### config.mk
export PLATFORM = sky130hd
export DESIGN_NAME = dhkt_ctrl
export DESIGN_NICKNAME = d
export VERILOG_FILES = /design/src/sv/dhkt_pkg.sv /design/src/sv/dhkt_ctrl.sv
export SDC_FILE = /design/constraint.sdc
export NUM_CORES = 1
export LEC_CHECK = 0
export BUFFER_PORTS_ARGS = -buffer_cell sky130_fd_sc_hd__buf_4
export CAP_MARGIN = 20
export CORE_AREA = 2 2 39 41
export CTS_CLUSTER_DIAMETER = 60
export DETAILED_ROUTE_END_ITERATION = 7
export DIE_AREA = 0 0 41 43
export REMOVE_ABC_BUFFERS = 1
export SLEW_MARGIN = 20
export SYNTH_ARGS = -nofsm -noshare
export SYNTH_HDL_FRONTEND = slang
export SYNTH_SLANG_ARGS = --single-unit
export TNS_END_PERCENT = 50
### constraint.sdc
create_clock -name clk -period 2.87 [get_ports clk]
set_input_delay 0.574 -clock clk [delete_from_list [all_inputs] [get_ports clk]]
set_output_delay 0.574 -clock clk [all_outputs]
set_load 0.05 [all_outputs]
### src/sv/dhkt_pkg.sv
package dhkt_pkg;

	localparam int SLOTS_DEF         = 1024;
	localparam int MAX_KEY_BYTES_DEF = 32;
	localparam int SIZE_W            = 10;
	localparam int HASH_W            = 32;
	localparam int VALUE_W           = 32;
	localparam int DIV_CNT_W         = $clog2(HASH_W);
	localparam logic [SIZE_W-1:0] SIZE_RESET = 10'd1021;
	localparam logic [SIZE_W-1:0] SIZE_MIN   = 10'd3;
	localparam logic [HASH_W-1:0] FNV_BASIS  = 32'h811C9DC5;
	localparam logic [HASH_W-1:0] FNV_PRIME  = 32'h01000193;

	typedef enum logic [2:0] {
		RSP_FOUND     = 3'd0,
		RSP_INSERTED  = 3'd1,
		RSP_NOT_FOUND = 3'd2,
		RSP_FULL      = 3'd3,
		RSP_TOO_LONG  = 3'd4
	} rsp_code_t;

	typedef enum logic [2:0] {
		S_CLEAR,
		S_IDLE,
		S_ABSORB,
		S_DIVIDE,
		S_HOME,
		S_READ,
		S_CHECK,
		S_FINISH
	} fsm_t;

	typedef struct packed {
		logic [63:0]         key_chunk;
		logic [3:0]          chunk_bytes;
		logic                key_end;
		logic                opcode;
		logic [VALUE_W-1:0]  entry_value;
	} req_beat_t;

	typedef struct packed {
		logic [2:0]          status;
		logic [SIZE_W-1:0]   slot_index;
		logic [VALUE_W-1:0]  stored_value;
	} rsp_beat_t;

	typedef struct packed {
		logic clr_init;
		logic clr_step;
		logic load;
		logic absorb;
		logic div_init;
		logic div_step;
		logic home;
		logic check;
		logic next;
		logic finish;
	} ctl_cmd_t;

	typedef struct packed {
		logic clr_done;
		logic abs_done;
		logic last;
		logic too_long;
		logic div_done;
		logic hit;
		logic exhausted;
		logic out_free;
	} dp_stat_t;

endpackage

### src/sv/dhkt_ctrl.sv
module dhkt_ctrl (
	input  logic                clk,
	input  logic                arst_n,
	input  logic                cfg_we,
	input  logic                req_valid,
	input  dhkt_pkg::dp_stat_t  stat,
	output logic                req_stall,
	output dhkt_pkg::ctl_cmd_t  cmd
);

	dhkt_pkg::fsm_t state_q, state_d;

	always_ff @(posedge clk or negedge arst_n) begin
		if (!arst_n) begin
			state_q <= dhkt_pkg::S_CLEAR;
		end else begin
			state_q <= state_d;
		end
	end

	always_comb begin
		state_d = state_q;
		unique case (state_q)
			dhkt_pkg::S_CLEAR: begin
				if (stat.clr_done) state_d = dhkt_pkg::S_IDLE;
			end
			dhkt_pkg::S_IDLE: begin
				if (req_valid) state_d = dhkt_pkg::S_ABSORB;
			end
			dhkt_pkg::S_ABSORB: begin
				if (stat.abs_done) begin
					if (!stat.last) state_d = dhkt_pkg::S_IDLE;
					else if (stat.too_long) state_d = dhkt_pkg::S_FINISH;
					else state_d = dhkt_pkg::S_DIVIDE;
				end
			end
			dhkt_pkg::S_DIVIDE: begin
				if (stat.div_done) state_d = dhkt_pkg::S_HOME;
			end
			dhkt_pkg::S_HOME: state_d = dhkt_pkg::S_READ;
			dhkt_pkg::S_READ: state_d = dhkt_pkg::S_CHECK;
			dhkt_pkg::S_CHECK: begin
				if (stat.hit || stat.exhausted) state_d = dhkt_pkg::S_FINISH;
				else state_d = dhkt_pkg::S_READ;
			end
			dhkt_pkg::S_FINISH: begin
				if (stat.out_free) state_d = dhkt_pkg::S_IDLE;
			end
			default: state_d = dhkt_pkg::S_CLEAR;
		endcase
		if (cfg_we) state_d = dhkt_pkg::S_CLEAR;
	end

	always_comb begin
		cmd          = '0;
		cmd.clr_init = cfg_we;
		cmd.clr_step = (state_q == dhkt_pkg::S_CLEAR) && !cfg_we;
		cmd.load     = (state_q == dhkt_pkg::S_IDLE) && req_valid;
		cmd.absorb   = (state_q == dhkt_pkg::S_ABSORB) && !stat.abs_done;
		cmd.div_init = (state_q == dhkt_pkg::S_ABSORB) && stat.abs_done && stat.last
			&& !stat.too_long;
		cmd.div_step = (state_q == dhkt_pkg::S_DIVIDE);
		cmd.home     = (state_q == dhkt_pkg::S_HOME);
		cmd.check    = (state_q == dhkt_pkg::S_CHECK);
		cmd.next     = (state_q == dhkt_pkg::S_CHECK) && !stat.hit && !stat.exhausted;
		cmd.finish   = (state_q == dhkt_pkg::S_FINISH) && stat.out_free;
		req_stall    = (state_q != dhkt_pkg::S_IDLE);
	end

endmodule

======== Yosys cells after proc, flatten, opt, wreduce, memory -nomap -nowiden ========
Index checks and enable logic that the tools add are counted.
word-level totals
  flip-flop bits (word level) ............. 3
  logic and storage cells ................. 41
  bits of input ports ..................... 12
  output and inout bits ................... 11
cells by class
  eq/ne operators ......................... 13
  reduce and logical (&&, ||, !) cells .... 17
  mux-type cells .......................... 10
operator list
  cell                  number
  $mux W3               8
  $pmux W3 S8           1
  $ne A3 B3 Y1 const B  5
  $eq A3 B3 Y1 const B  4
  $logic_and A1 B1 Y1   9
  $eq A3 B2 Y1 const B  2
  $logic_not A1 Y1      5
  $reduce_and A5 Y1     1
  $eq A3 B1 Y1 const B  1
  $logic_not A3 Y1      1
  $ne A3 B1 Y1 const B  1
  $mux W2               1
  $logic_or A1 B1 Y1    1

======== Depth between registers and ports, before layout ========
  word-level depth ........................ 5
  depth in mapped cells ................... 4
  depth with buffers taken out ............ 3

======== Worst setup path after synthesis ========
No wires, ideal clock.
  kind .................................... flip-flop to output port
  start point ............................. register state_q[2]
  end point ............................... output cmd[5] (netlist bit)
  buffers on the path ..................... 1
  slack ................................... 161 ps
  arrival ................................. 2,135 ps
  stages on the path, launching flop included .. 3
  cells stage by stage .................... dfrtp_1 buf_4 nor4_1
RTL lines
  element                   line             RTL
  start: declaration        dhkt_ctrl.sv:11  dhkt_pkg::fsm_t state_q, state_d;
  start signal: assignment  dhkt_ctrl.sv:15  state_q <= dhkt_pkg::S_CLEAR;
  start signal: assignment  dhkt_ctrl.sv:17  state_q <= state_d;
  end: declaration          dhkt_ctrl.sv:8   output dhkt_pkg::ctl_cmd_t cmd

==> flow_summary.json <==
{
  "ir_worst_vdd_uv": 196,
  "syn_avg_cell_area_um2": 8.02,
  "core_area_mm2": 0.00138,
  "die_width_um": 41,
  "num_ports": 23,
  "run_status": "complete, no violations",
  "synth.cell_area_um2": 313,
  "global_route.usage.total_pct": 11.1,
  "ys_types": 21,
  "fin_util_pct": 35.7,
  "clkSinkCount": 3,
  "finish.net_count": 74,
  "grt_remaining_overflow": 0,
  "n_antenna_cell": 0,
  "placement_rows": 14,
  "final_common_cell": "buf_4",
  "crit_required_ns": 2.30,
  "post_drt_via_cell_ratio": 4.62,
  "final.min_clock_period_ns": 2.01,
  "number_of_hold_violations_in_the_final_report": 0,
  "dr_total_vias": 356,
  "power.density_mw_per_mm2": 411,
  "htree_levels": 1,
  "yosys_warnings": 0,
  "flow.area_growth_from_synthesis_pct": 58.0,
  "post_cts.resized_instances": 0,
  "grt_pass1_vias": 306,
  "period_share_pct": 69.9,
  "worst_pin_slew_ns": 0.413,
  "post-synth-top-area-cell": "dfrtp_1",
  "antenna_violating_nets_post_route": 0,
  "initial_core_util_pct": 22.6,
  "finalWirelength_um": 831,
  "cellLeakagePower_nw": 0.245,
  "mostFrequentLayoutCells": "buf_4 (22), nand2_1 (4), nor2_1 (4), clkbuf_4 (3), dfrtp_1 (3)",
  "die-height_um": 43,
  "registers_with_the_highest_flip_flop_counts": "state_q x3",
  "critical_path.endpoint": "cmd[5]",
  "register_containing_the_most_flip_flops_in_the_final_layout": "state_q",
  "worstReg2RegStart": "state_q[2]",
  "clk_path_buf_depth": 2,
  "worst-r2r-cell-count": 3,
  "finalSetupViolations": 0,
  "number_of_flip_flops_under_the_largest_register_name": 3,
  "global_route_wire_length_before_repair_um": 1300,
  "die_ar_mm2": 0.00176,
  "skew_ns": 0.00283,
  "gp_routability_congestion": 0.729,
  "cts.reportedPaths.clkPinSlew_ns": 0.04,
  "clock_insertion_delay_at_the_later_pin_of_the_skew_report_ns": 0.23,
  "ratio_of_cells_with_drive_above_1_in_the_final_layout_pct": 44.3,
  "r2r-end": "state_q[1]",
  "numCtsBuffers": 3,
  "fmax_ghz": 0.499,
  "post_drt_wl_per_cell_um": 10.8,
  "r2r_setup_slack_ns": 1.43,
  "worst-path-max-fanout": 11,
  "post-dp-hpwl_um": 597,
  "dpl-instance-area_um2": 468,
  "dr.first_iter.drc_count": 7,
  "hp-class": "in2async",
  "firstDrtPassIters": 4,
  "finalSetupTns_ns": 0,
  "synthesis.instances": 39,
  "max_cap_viol_count": 0,
  "place.port_buffers": 22,
  "cp-end-kind": "output pin",
  "synth.yosys.seq_area_share_pct": 24.0,
  "clock-root-buffer": "clkbuf_4",
  "setup.worst_path.start_class": "register",
  "slew_headroom_pct": 72.5,
  "cts_hold_buf": 0,
  "crit_path_kind": "reg2out",
  "cts_setup_buffers": 0,
  "register_bit_total_from_synthesis": 3,
  "drc_errors": 0,
  "critical_path.startpoint": "state_q[0]",
  "post_synth_main_area_contributors": "dfrtp_1 (24%), buf_4 (9.6%), a211o_1 (5.6%)",
  "antenna_found_initial": 0,
  "synth.top_cell.area_share_pct": 24.0,
  "fin_total_pwr_mw": 0.203,
  "cp.arrival_ns": 1.43,
  "stdcell_area_um2": 494,
  "clock_tree_from_tritoncts": "built",
  "grt_start_max_net_pins": 16,
  "final-max-slew-violation-count": 0,
  "unrepaired_setup_endpoints_after_global_routing": "false"
}
[per-stage QoR]
step / cells / hold WS [ns] / setup WS, ns
after floorplan: 35 / 0.278 / 0.150
after global placement: 73 / 0.363 / 1.10
after detailed placement: 73 / 0.363 / 1.09
after CTS: 77 / 0.115 / 0.857
after global routing: 77 / 0.125 / 0.761
final: 77 / 0.121 / 0.864
[synthesized netlist by cell type]
cell      instances
buf_4             4
nand2_1           4
nor2_1            4
dfrtp_1           3
a211o_1           2
a21oi_1           2
and3_1            2
nand2b_1          2
nor3_1            2
nor3b_1           2
nor4_1            2
a21o_1            1
a21oi_2           1
a32o_1            1
and2_1            1
and4_1            1
inv_1             1
mux2_4            1
mux2i_1           1
o31ai_1           1
or4b_1            1
[how the worst min path moves through the flow]
stage	endpoint	slack, ns	depth (start not counted)
after floorplan	state_q[0]	0.28	0
after global placement	state_q[0]	0.36	1
after detailed placement	state_q[0]	0.36	1
after CTS	state_q[2]	0.11	1
after global routing	state_q[2]	0.13	1
final	state_q[2]	0.12	1
[final cells by class]
class                           instances  area, um^2
Tap cell                               16        20.0
Timing Repair Buffer                   22         165
Fill cell                             157         890
Multi-Input combinational cell         31         204
Inverter                                1        3.75
Clock buffer                            4        26.3
Sequential cell                         3        75.1
[critical path: stages, from the launching register on]
cell      delay (ns)
dfrtp_1         0.48
nand2b_1        0.23
nor4_1          0.24
buf_4           0.24
[report_power, final]
group | leakage (nW) | total (mW) | internal (mW) | switching (mW)
Sequential | 0.0403 | 0.0551 | 0.0455 | 0.00963
Clock | 0.0150 | 0.0735 | 0.0521 | 0.0214
Combinational | 0.190 | 0.0744 | 0.0310 | 0.0434
Total | 0.245 | 0.203 | 0.129 | 0.0744
[metal layers]
layer | wire length (um) | track usage (%) | vias up
li1 | - | - | 187
met1 | 385 | 14.9 | 153
met2 | 358 | 14.1 | 16
met3 | 86 | 3.66 | 0
met4 | 0 | 8.00 | 0
met5 | 0 | 0 | -
[kinds of logic (layout without fill, tap and decap cells)]
| family | Yosys count | after routing | share of synthesized area (%) |
|---|---|---|---|
| AND/OR/NAND/NOR | 21 | 21 | 37.6 |
| buffers and inverters | 5 | 27 | 10.8 |
| AO/OA/AOI/OAI | 8 | 8 | 19.6 |
| flip-flops | 3 | 3 | 24.0 |
| multiplexers | 2 | 2 | 8.00 |
No activity file was read; power rests on OpenSTA's default activity.
